<file path="config.mk">
export PLATFORM = sky130hd
export DESIGN_NAME = rgb_to_hue_degrees_flat
export DESIGN_NICKNAME = d
export VERILOG_FILES = /design/src/hdl/rth_pkg.sv /design/src/hdl/rth_if.sv /design/src/hdl/rth_div.sv /design/src/hdl/rgb_to_hue_degrees.sv /design/src/flat_wrapper.sv
export VERILOG_INCLUDE_DIRS = /design/src /design/src/hdl
export SDC_FILE = /design/constraint.sdc
export NUM_CORES = 1
export LEC_CHECK = 0
export ABC_AREA = 1
export BUFFER_PORTS_ARGS = -buffer_cell sky130_fd_sc_hd__buf_4
export CORE_MARGIN = 2
export CORE_UTILIZATION = 50
export DETAILED_ROUTE_END_ITERATION = 10
export PLACE_DENSITY_LB_ADDON = 0.15
export SYNTH_ARGS = -nofsm -noshare
export SYNTH_HDL_FRONTEND = slang
export SYNTH_SLANG_ARGS = --single-unit
</file>
<file path="constraint.sdc">
create_clock -name clk -period 29.5 [get_ports clk]
set_input_delay 5.9 -clock clk [delete_from_list [all_inputs] [get_ports clk]]
set_output_delay 5.9 -clock clk [all_outputs]
set_load 0.03 [all_outputs]
</file>
<file path="src/hdl/rgb_to_hue_degrees_defines.svh">
// Assertion macros for the files that check their own logic.
`ifndef RGB_TO_HUE_DEGREES_DEFINES_SVH
`define RGB_TO_HUE_DEGREES_DEFINES_SVH

// Same-cycle implication, sampled on clk and disabled during reset.
`define RTH_ASSERT_IMPL(name, ante, cons) \
  name: assert property (@(posedge clk) disable iff (!rst_n) (ante) |-> (cons)) \
    else $error("rgb_to_hue_degrees: same-cycle check failed");

// Next-cycle implication, sampled on clk and disabled during reset.
`define RTH_ASSERT_NEXT(name, ante, cons) \
  name: assert property (@(posedge clk) disable iff (!rst_n) (ante) |=> (cons)) \
    else $error("rgb_to_hue_degrees: next-cycle check failed");

`endif

</file>
<file path="src/hdl/rth_pkg.sv">
package rth_pkg;

  localparam int CHANNEL_BITS = 16;
  localparam int QUO_BITS     = 6;
  localparam int NUM_W        = CHANNEL_BITS + QUO_BITS;
  localparam int HUE_BITS     = 9;
  localparam int HUE_SECTOR   = 60;

  localparam logic [HUE_BITS-1:0] HUE_GREEN_BASE = HUE_BITS'(120);
  localparam logic [HUE_BITS-1:0] HUE_BLUE_BASE  = HUE_BITS'(240);
  localparam logic [HUE_BITS-1:0] HUE_FULL_TURN  = HUE_BITS'(360);

  typedef enum logic [1:0] {
    SEL_RED,
    SEL_GREEN,
    SEL_BLUE
  } rth_sel_t;

  typedef struct packed {
    logic     valid;
    logic     achro;
    logic     neg;
    rth_sel_t sel;
  } rth_side_t;

endpackage

</file>
<file path="src/hdl/rth_if.sv">
interface rth_in_if import rth_pkg::*; ();
  logic                    valid;
  logic                    ready;
  logic [CHANNEL_BITS-1:0] red;
  logic [CHANNEL_BITS-1:0] green;
  logic [CHANNEL_BITS-1:0] blue;

  modport source (output valid, output red, output green, output blue, input ready);
  modport sink (input valid, input red, input green, input blue, output ready);
endinterface

interface rth_out_if import rth_pkg::*; ();
  logic                valid;
  logic                ready;
  logic [HUE_BITS-1:0] hue;
  logic                achromatic;

  modport source (output valid, output hue, output achromatic, input ready);
  modport sink (input valid, input hue, input achromatic, output ready);
endinterface

</file>
<file path="src/hdl/rth_div.sv">
module rth_div import rth_pkg::*; (
  input  logic                    clk,
  input  logic                    rst_n,
  input  logic                    en_i,
  input  rth_side_t               side_i,
  input  logic [NUM_W-1:0]        num_i,
  input  logic [CHANNEL_BITS-1:0] span_i,
  output rth_side_t               side_o,
  output logic [QUO_BITS-1:0]     q_o
);

  // One quotient bit per stage, most significant first. The quotient never exceeds 60.
  rth_side_t               side_r [QUO_BITS];
  logic [QUO_BITS-1:0]     q_r    [QUO_BITS];
  logic [NUM_W-1:0]        rem_r  [QUO_BITS-1];
  logic [CHANNEL_BITS-1:0] span_r [QUO_BITS-1];

  for (genvar i = 0; i < QUO_BITS; i++) begin : g_stage
    localparam int K = QUO_BITS - 1 - i;

    rth_side_t               side_in;
    logic [NUM_W-1:0]        rem_in;
    logic [CHANNEL_BITS-1:0] span_in;
    logic [QUO_BITS-1:0]     q_in;
    logic [NUM_W-1:0]        span_sh;
    logic [NUM_W:0]          trial;
    logic [QUO_BITS-1:0]     q_nxt;

    if (i == 0) begin : g_first
      assign side_in = side_i;
      assign rem_in  = num_i;
      assign span_in = span_i;
      assign q_in    = '0;
    end else begin : g_rest
      assign side_in = side_r[i-1];
      assign rem_in  = rem_r[i-1];
      assign span_in = span_r[i-1];
      assign q_in    = q_r[i-1];
    end

    always_comb begin
      span_sh  = NUM_W'(span_in) << K;
      trial    = {1'b0, rem_in} - {1'b0, span_sh};
      q_nxt    = q_in;
      q_nxt[K] = ~trial[NUM_W];
    end

    always_ff @(posedge clk) begin
      if (!rst_n) begin
        side_r[i] <= '0;
      end else if (en_i) begin
        side_r[i] <= side_in;
      end
    end

    always_ff @(posedge clk) begin
      if (en_i) begin
        q_r[i] <= q_nxt;
      end
    end

    if (i < QUO_BITS - 1) begin : g_pass
      logic [NUM_W-1:0] rem_nxt;

      assign rem_nxt = trial[NUM_W] ? rem_in : trial[NUM_W-1:0];

      always_ff @(posedge clk) begin
        if (en_i) begin
          rem_r[i]  <= rem_nxt;
          span_r[i] <= span_in;
        end
      end
    end
  end

  assign side_o = side_r[QUO_BITS-1];
  assign q_o    = q_r[QUO_BITS-1];

endmodule

</file>
<file path="src/hdl/rgb_to_hue_degrees.sv">
// RGB to HSV hue converter.
// The in_ch channel carries one red, green and blue sample per transaction; the
// out_ch channel returns the hue in whole degrees (0 to 359) and an achromatic
// flag, which is set with a hue of 0 when all three samples are equal.
// Both channels use a valid/ready handshake and one transaction moves one item.
// The datapath is a ten-stage pipeline: channel compare, span and magnitude,
// scaling by 60, six restoring divider stages of one quotient bit each, and the
// output register. A new input is taken every cycle while the receiver keeps
// ready high, so the throughput is one item per clock.
// When the receiver holds ready low with a result waiting, the whole pipeline
// holds and in_ch.ready drops in the same cycle; nothing is lost or repeated.
// Reset is synchronous and active low; it clears all valid bits, so the
// pipeline comes up empty and in_ch.ready is high in the first cycle after it.
`include "rgb_to_hue_degrees_defines.svh"

module rgb_to_hue_degrees import rth_pkg::*; (
  input logic     clk,
  input logic     rst_n,
  rth_in_if.sink  in_ch,
  rth_out_if.source out_ch
);

  logic adv;

  // Stage 1: largest and smallest channel and the signed difference.
  logic                    v1_r, v1_nxt;
  rth_sel_t                sel1_r, sel1_nxt;
  logic [CHANNEL_BITS-1:0] hi1_r, hi1_nxt;
  logic [CHANNEL_BITS-1:0] lo1_r, lo1_nxt;
  logic [CHANNEL_BITS:0]   diff1_r, diff1_nxt;

  // Stage 2: span, grey detect and difference magnitude.
  rth_side_t               side2_r, side2_nxt;
  logic [CHANNEL_BITS-1:0] span2_r, span2_nxt;
  logic [CHANNEL_BITS-1:0] mag2_r, mag2_nxt;

  // Stage 3: numerator scaled by 60.
  rth_side_t               side3_r;
  logic [CHANNEL_BITS-1:0] span3_r;
  logic [NUM_W-1:0]        num3_r, num3_nxt;

  rth_side_t           div_side;
  logic [QUO_BITS-1:0] div_q;

  // Output register.
  logic                out_valid_r;
  logic [HUE_BITS-1:0] hue_r, hue_nxt;
  logic                achro_r, achro_nxt;

  assign adv         = !out_valid_r || out_ch.ready;
  assign in_ch.ready = adv;
  assign v1_nxt      = in_ch.valid;

  always_comb begin
    logic [CHANNEL_BITS:0]   d_gb;
    logic [CHANNEL_BITS:0]   d_br;
    logic [CHANNEL_BITS:0]   d_rg;
    logic [CHANNEL_BITS-1:0] lo_rg;
    d_gb = {1'b0, in_ch.green} - {1'b0, in_ch.blue};
    d_br = {1'b0, in_ch.blue} - {1'b0, in_ch.red};
    d_rg = {1'b0, in_ch.red} - {1'b0, in_ch.green};
    if (in_ch.red > in_ch.green) begin
      hi1_nxt  = in_ch.red;
      sel1_nxt = SEL_RED;
    end else begin
      hi1_nxt  = in_ch.green;
      sel1_nxt = SEL_GREEN;
    end
    if (hi1_nxt < in_ch.blue) begin
      hi1_nxt  = in_ch.blue;
      sel1_nxt = SEL_BLUE;
    end
    lo_rg   = (in_ch.red < in_ch.green) ? in_ch.red : in_ch.green;
    lo1_nxt = (lo_rg > in_ch.blue) ? in_ch.blue : lo_rg;
    case (sel1_nxt)
      SEL_RED:   diff1_nxt = d_gb;
      SEL_GREEN: diff1_nxt = d_br;
      SEL_BLUE:  diff1_nxt = d_rg;
      default:   diff1_nxt = '0;
    endcase
  end

  always_comb begin
    logic [CHANNEL_BITS:0] mag_full;
    side2_nxt.valid = v1_r;
    side2_nxt.sel   = sel1_r;
    side2_nxt.neg   = diff1_r[CHANNEL_BITS];
    side2_nxt.achro = (hi1_r == lo1_r);
    span2_nxt       = hi1_r - lo1_r;
    mag_full        = diff1_r[CHANNEL_BITS] ? (~diff1_r + 1'b1) : diff1_r;
    mag2_nxt        = mag_full[CHANNEL_BITS-1:0];
  end

  assign num3_nxt = NUM_W'(mag2_r) * NUM_W'(HUE_SECTOR);

  always_ff @(posedge clk) begin
    if (!rst_n) begin
      v1_r    <= 1'b0;
      side2_r <= '0;
      side3_r <= '0;
    end else if (adv) begin
      v1_r    <= v1_nxt;
      side2_r <= side2_nxt;
      side3_r <= side2_r;
    end
  end

  always_ff @(posedge clk) begin
    if (adv) begin
      sel1_r  <= sel1_nxt;
      hi1_r   <= hi1_nxt;
      lo1_r   <= lo1_nxt;
      diff1_r <= diff1_nxt;
      span2_r <= span2_nxt;
      mag2_r  <= mag2_nxt;
      span3_r <= span2_r;
      num3_r  <= num3_nxt;
    end
  end

  rth_div u_div (
    .clk    (clk),
    .rst_n  (rst_n),
    .en_i   (adv),
    .side_i (side3_r),
    .num_i  (num3_r),
    .span_i (span3_r),
    .side_o (div_side),
    .q_o    (div_q)
  );

  always_comb begin
    logic [HUE_BITS-1:0] base;
    logic [HUE_BITS-1:0] q_ext;
    q_ext = HUE_BITS'(div_q);
    case (div_side.sel)
      SEL_RED:   base = (div_side.neg && (div_q != '0)) ? HUE_FULL_TURN : '0;
      SEL_GREEN: base = HUE_GREEN_BASE;
      SEL_BLUE:  base = HUE_BLUE_BASE;
      default:   base = '0;
    endcase
    if (div_side.achro) begin
      hue_nxt = '0;
    end else if (div_side.neg) begin
      hue_nxt = base - q_ext;
    end else begin
      hue_nxt = base + q_ext;
    end
    achro_nxt = div_side.achro;
  end

  always_ff @(posedge clk) begin
    if (!rst_n) begin
      out_valid_r <= 1'b0;
    end else if (adv) begin
      out_valid_r <= div_side.valid;
    end
  end

  always_ff @(posedge clk) begin
    if (adv) begin
      hue_r   <= hue_nxt;
      achro_r <= achro_nxt;
    end
  end

  assign out_ch.valid      = out_valid_r;
  assign out_ch.hue        = hue_r;
  assign out_ch.achromatic = achro_r;

  `RTH_ASSERT_IMPL(a_grey_hue_zero, out_valid_r && achro_r, hue_r == '0)
  `RTH_ASSERT_IMPL(a_hue_range, out_valid_r, hue_r < HUE_FULL_TURN)
  `RTH_ASSERT_IMPL(a_stall_blocks_input, out_valid_r && !out_ch.ready, !in_ch.ready)
  `RTH_ASSERT_NEXT(a_div_to_out, div_side.valid && adv, out_valid_r)

endmodule

</file>
<file path="src/flat_wrapper.sv">
// flat-port wrapper written by rule: the top's interface ports become plain ports
module rgb_to_hue_degrees_flat import rth_pkg::*;
  (clk, rst_n, in_ch_valid, in_ch_red, in_ch_green, in_ch_blue, in_ch_ready, out_ch_valid, out_ch_hue, out_ch_achromatic, out_ch_ready);
  rth_in_if in_ch_i ();
  rth_out_if out_ch_i ();
  input logic clk;
  input logic rst_n;
  input wire logic [$bits(in_ch_i.valid)-1:0] in_ch_valid;
  input wire logic [$bits(in_ch_i.red)-1:0] in_ch_red;
  input wire logic [$bits(in_ch_i.green)-1:0] in_ch_green;
  input wire logic [$bits(in_ch_i.blue)-1:0] in_ch_blue;
  output wire logic [$bits(in_ch_i.ready)-1:0] in_ch_ready;
  output wire logic [$bits(out_ch_i.valid)-1:0] out_ch_valid;
  output wire logic [$bits(out_ch_i.hue)-1:0] out_ch_hue;
  output wire logic [$bits(out_ch_i.achromatic)-1:0] out_ch_achromatic;
  input wire logic [$bits(out_ch_i.ready)-1:0] out_ch_ready;
  assign in_ch_i.valid = in_ch_valid;
  assign in_ch_i.red = in_ch_red;
  assign in_ch_i.green = in_ch_green;
  assign in_ch_i.blue = in_ch_blue;
  assign in_ch_ready = in_ch_i.ready;
  assign out_ch_valid = out_ch_i.valid;
  assign out_ch_hue = out_ch_i.hue;
  assign out_ch_achromatic = out_ch_i.achromatic;
  assign out_ch_i.ready = out_ch_ready;
  rgb_to_hue_degrees u_core (.clk(clk), .rst_n(rst_n), .in_ch(in_ch_i), .out_ch(out_ch_i));
endmodule
</file>
==> flow_summary.yaml <==
synth:
  synth_area_um2: 23480
  ys_ff_latch: 373
  yosys-top-cells-area: "edfxtp_1 (46%), ha_1 (12%), nand2_1 (6.7%), inv_1 (5.7%), a21oi_1 (4.3%)"
  synth_simple_gate_area_frac: 0.1401
  ys_top_cells_by_count: "nand2_1 (421), edfxtp_1 (361), inv_1 (355), ha_1 (221), a21oi_1 (202)"
  synth_area_leader_cell: "edfxtp_1"
  synth_async_sr_flop_share: 0
  yosysSeqAreaShare: 0.4718
  synth_edf_count: 361
  synth_compound_area_frac: 0.1144
  synth_xor_area_frac: 0.05744
  syn_avg_cell_area_um2: 9.531
  synth_nets: 2775
  synth_top_family_by_area: "adder cells"
  synth_top_area_frac: 0.4616
  synth_cells: 2464
  synthAdderAreaFrac: 0.1501
  synth_mux_area_frac: 0
  ys_types: 49
  synthMostInstantiatedCell: "nand2_1"
  synth-main-ff-cell: "edfxtp_1"
  ys.warnings.count: 0
worst_setup_path:
  rrSetupSlack_ns: 25.70
  regToRegStartpoint: "u_core.u_div.rem_r[0][69]"
  worst-path-buf-inv: 3
  cp.arrival_ns: 6.86
  cp_slowest_stage_delay_ns: 0.37
  slowest_stage: "nor2_1"
  crit_family: "buffers and inverters"
  cpMostUsedCell: "buf_4"
  critPathCaptureType: "output pin"
  crit_cells: 4
  crit_path_start_kind: "primary input"
  r2r_cells: 11
  worstSetupPathType: "in2out"
  crit_required_ns: 23.60
  cp_max_fo: 47
  worstPathCellList: "buf_4 -> nor2_1 -> inv_8 -> buf_4"
  r2r_end: "u_core.u_div.rem_r[0][107]"
floorplan:
  die_area_um2: 48720
  start_util: 0.5055
  fp.dieH_um: 220.7
  dieWidth_um: 220.7
  ios: 64
  core_area_um2: 46460
  row_count: 79
status:
  status: "finished clean"
placed_design:
  io_buffers: 63
  hpwl_um: 35880
  dp_slack_ns: 16.71
  place.gp.congestion: 0.9164
clocking:
  clkTransAtPathRegs_ns: 0.05
  cts_sinks: 373
  numCtsBuffers: 39
  htree_levels: 2
  ctsLongestPathBuffers: 3
  cts_hold_buffers: 0
  clock-root-buffer: "clkbuf_16"
  clock_latency_ns: 0.53
  cts_resized: 0
  cts_tree: "built"
  post-cts-setup-buffers: 0
sta:
  relSlewSlack: 0.2426
  rsz0062_at_grt: "false"
  hold_viol: 0
  tns_ns: 0
  whs_ns: 0.4150
  finClkSkew_ns: 0.01593
  layout_worst_path_cycle_share: 0.4325
  drv_slew: 0
  setup_viol_count_final: 0
  fmax_mhz: 78.38
  tightestPinTransition_ns: 1.133
  finalCriticalPeriod_ns: 12.76
  setup_ws_ns: 16.74
final_layout:
  syn2layout_area_growth_pct: 9.894
  nFillCells: 4099
  drive_gt1_frac: 0.06238
  antenna_cells: 0
  final_nets: 2846
drt:
  drc_errors: 0
  vias_per_cell: 5.270
  antenna_left: 0
  vias: 16720
  drtPass1Iterations: 5
  drt_iter0_markers: 796
  routedWlPerCell_um: 14.63
  wl_um: 46400
worst_hold_path:
  min_to: "u_core.u_div.q_r[3][4]"
  min_path_type: "reg2reg"
  min_from: "u_core.u_div.q_r[2][4]"
  worstHoldPathCells: 0
global_route:
  grt_pass1_vias: 16810
  grt_overflow: 0
  grt_use_total: 0.1931
  grt_pass1_wl_um: 76270
  grt_max_degree: 85
  antenna_found_initial: 0
job:
  cap_violations: 0
==> state kept, by name, indices dropped and copies added, names as in the netlist <==
register,cells
u_core.side3_r,5
u_core.out_ch.valid,1
u_core.lo1_r,16
u_core.u_div.rem_r,101
u_core.out_ch.hue,9
u_core.sel1_r,2
u_core.u_div.side_r,30
u_core.u_div.q_r,21
u_core.num3_r,20
u_core.span2_r,16
u_core.out_ch.achromatic,1
u_core.hi1_r,16
u_core.span3_r,16
u_core.u_div.span_r,80
u_core.mag2_r,16
u_core.side2_r,5
u_core.diff1_r,17
u_core.v1_r,1
==> routing by layer <==
layer	vias to the layer above	share of wire	GRT usage
met5	-	0	0
met4	0	0.036	0.07667
met3	104	0.030	0.02213
met2	308	0.55	0.3848
met1	7746	0.39	0.2036
li1	8559	-	-
==> metrics by stage <==
| stage | instance area, um^2 | std cells | util |
|---|---|---|---|
| after floorplan | 23480 | 2464 | - |
| after CTS | 25810 | 3172 | 0.5555 |
| after global placement | 24570 | 3101 | 0.5290 |
| after detailed placement | 24570 | 3101 | 0.5290 |
| final | 25810 | 3172 | 0.5555 |
| after global routing | 25810 | 3172 | 0.5555 |
==> cell usage in the layout (no fill, tap or decap), types with 10 or more instances in the layout <==
| master | n |
|---|---|
| nand2_1 | 421 |
| edfxtp_1 | 361 |
| inv_1 | 354 |
| ha_1 | 221 |
| a21oi_1 | 202 |
| o21ai_0 | 185 |
| nor2_1 | 181 |
| nand3_1 | 98 |
| xor2_1 | 89 |
| buf_4 | 70 |
| xnor2_1 | 65 |
| clkbuf_16 | 41 |
| fa_1 | 38 |
| nor3_1 | 27 |
| o21ai_1 | 22 |
| nand4_1 | 19 |
| or2_2 | 12 |
| dfxtp_1 | 12 |
| a21o_1 | 10 |
| a31oi_1 | 10 |
==> worst max path at each step <==
stage            startpoint          end  slack (ns)
2_1_floorplan  out_ch_ready  in_ch_ready       11.11
6_report       out_ch_ready  in_ch_ready       16.74
3_5_place_dp   out_ch_ready  in_ch_ready       16.71
3_3_place_gp   out_ch_ready  in_ch_ready       16.73
5_1_grt        out_ch_ready  in_ch_ready       16.65
4_1_cts        out_ch_ready  in_ch_ready       16.71
==> cells by family after synthesis <==
| logic type | count (synthesis) |
|---|---|
| AOI/OAI and AO/OA | 493 |
| buffers and inverters | 400 |
| DFF | 373 |
| adders and majority gates | 259 |
| xor gates and xnor gates | 154 |
| and+or+nand+nor | 785 |
==> cell type report <==
type                       instances  area, um^2  share of cell area
multi-input combinational       1691       10850              0.4204
timing repair buffer              70       525.5             0.02036
inverter                         360        1359             0.05265
clock buffer                      50        1060             0.04106
sequential                       373       11080              0.4294
tap                              607       759.5             0.02943
clock inverter                    21       172.7            0.006691
Power is not shown: default switching activity piles up to over one toggle a cycle in this logic, so the estimate is an artifact.
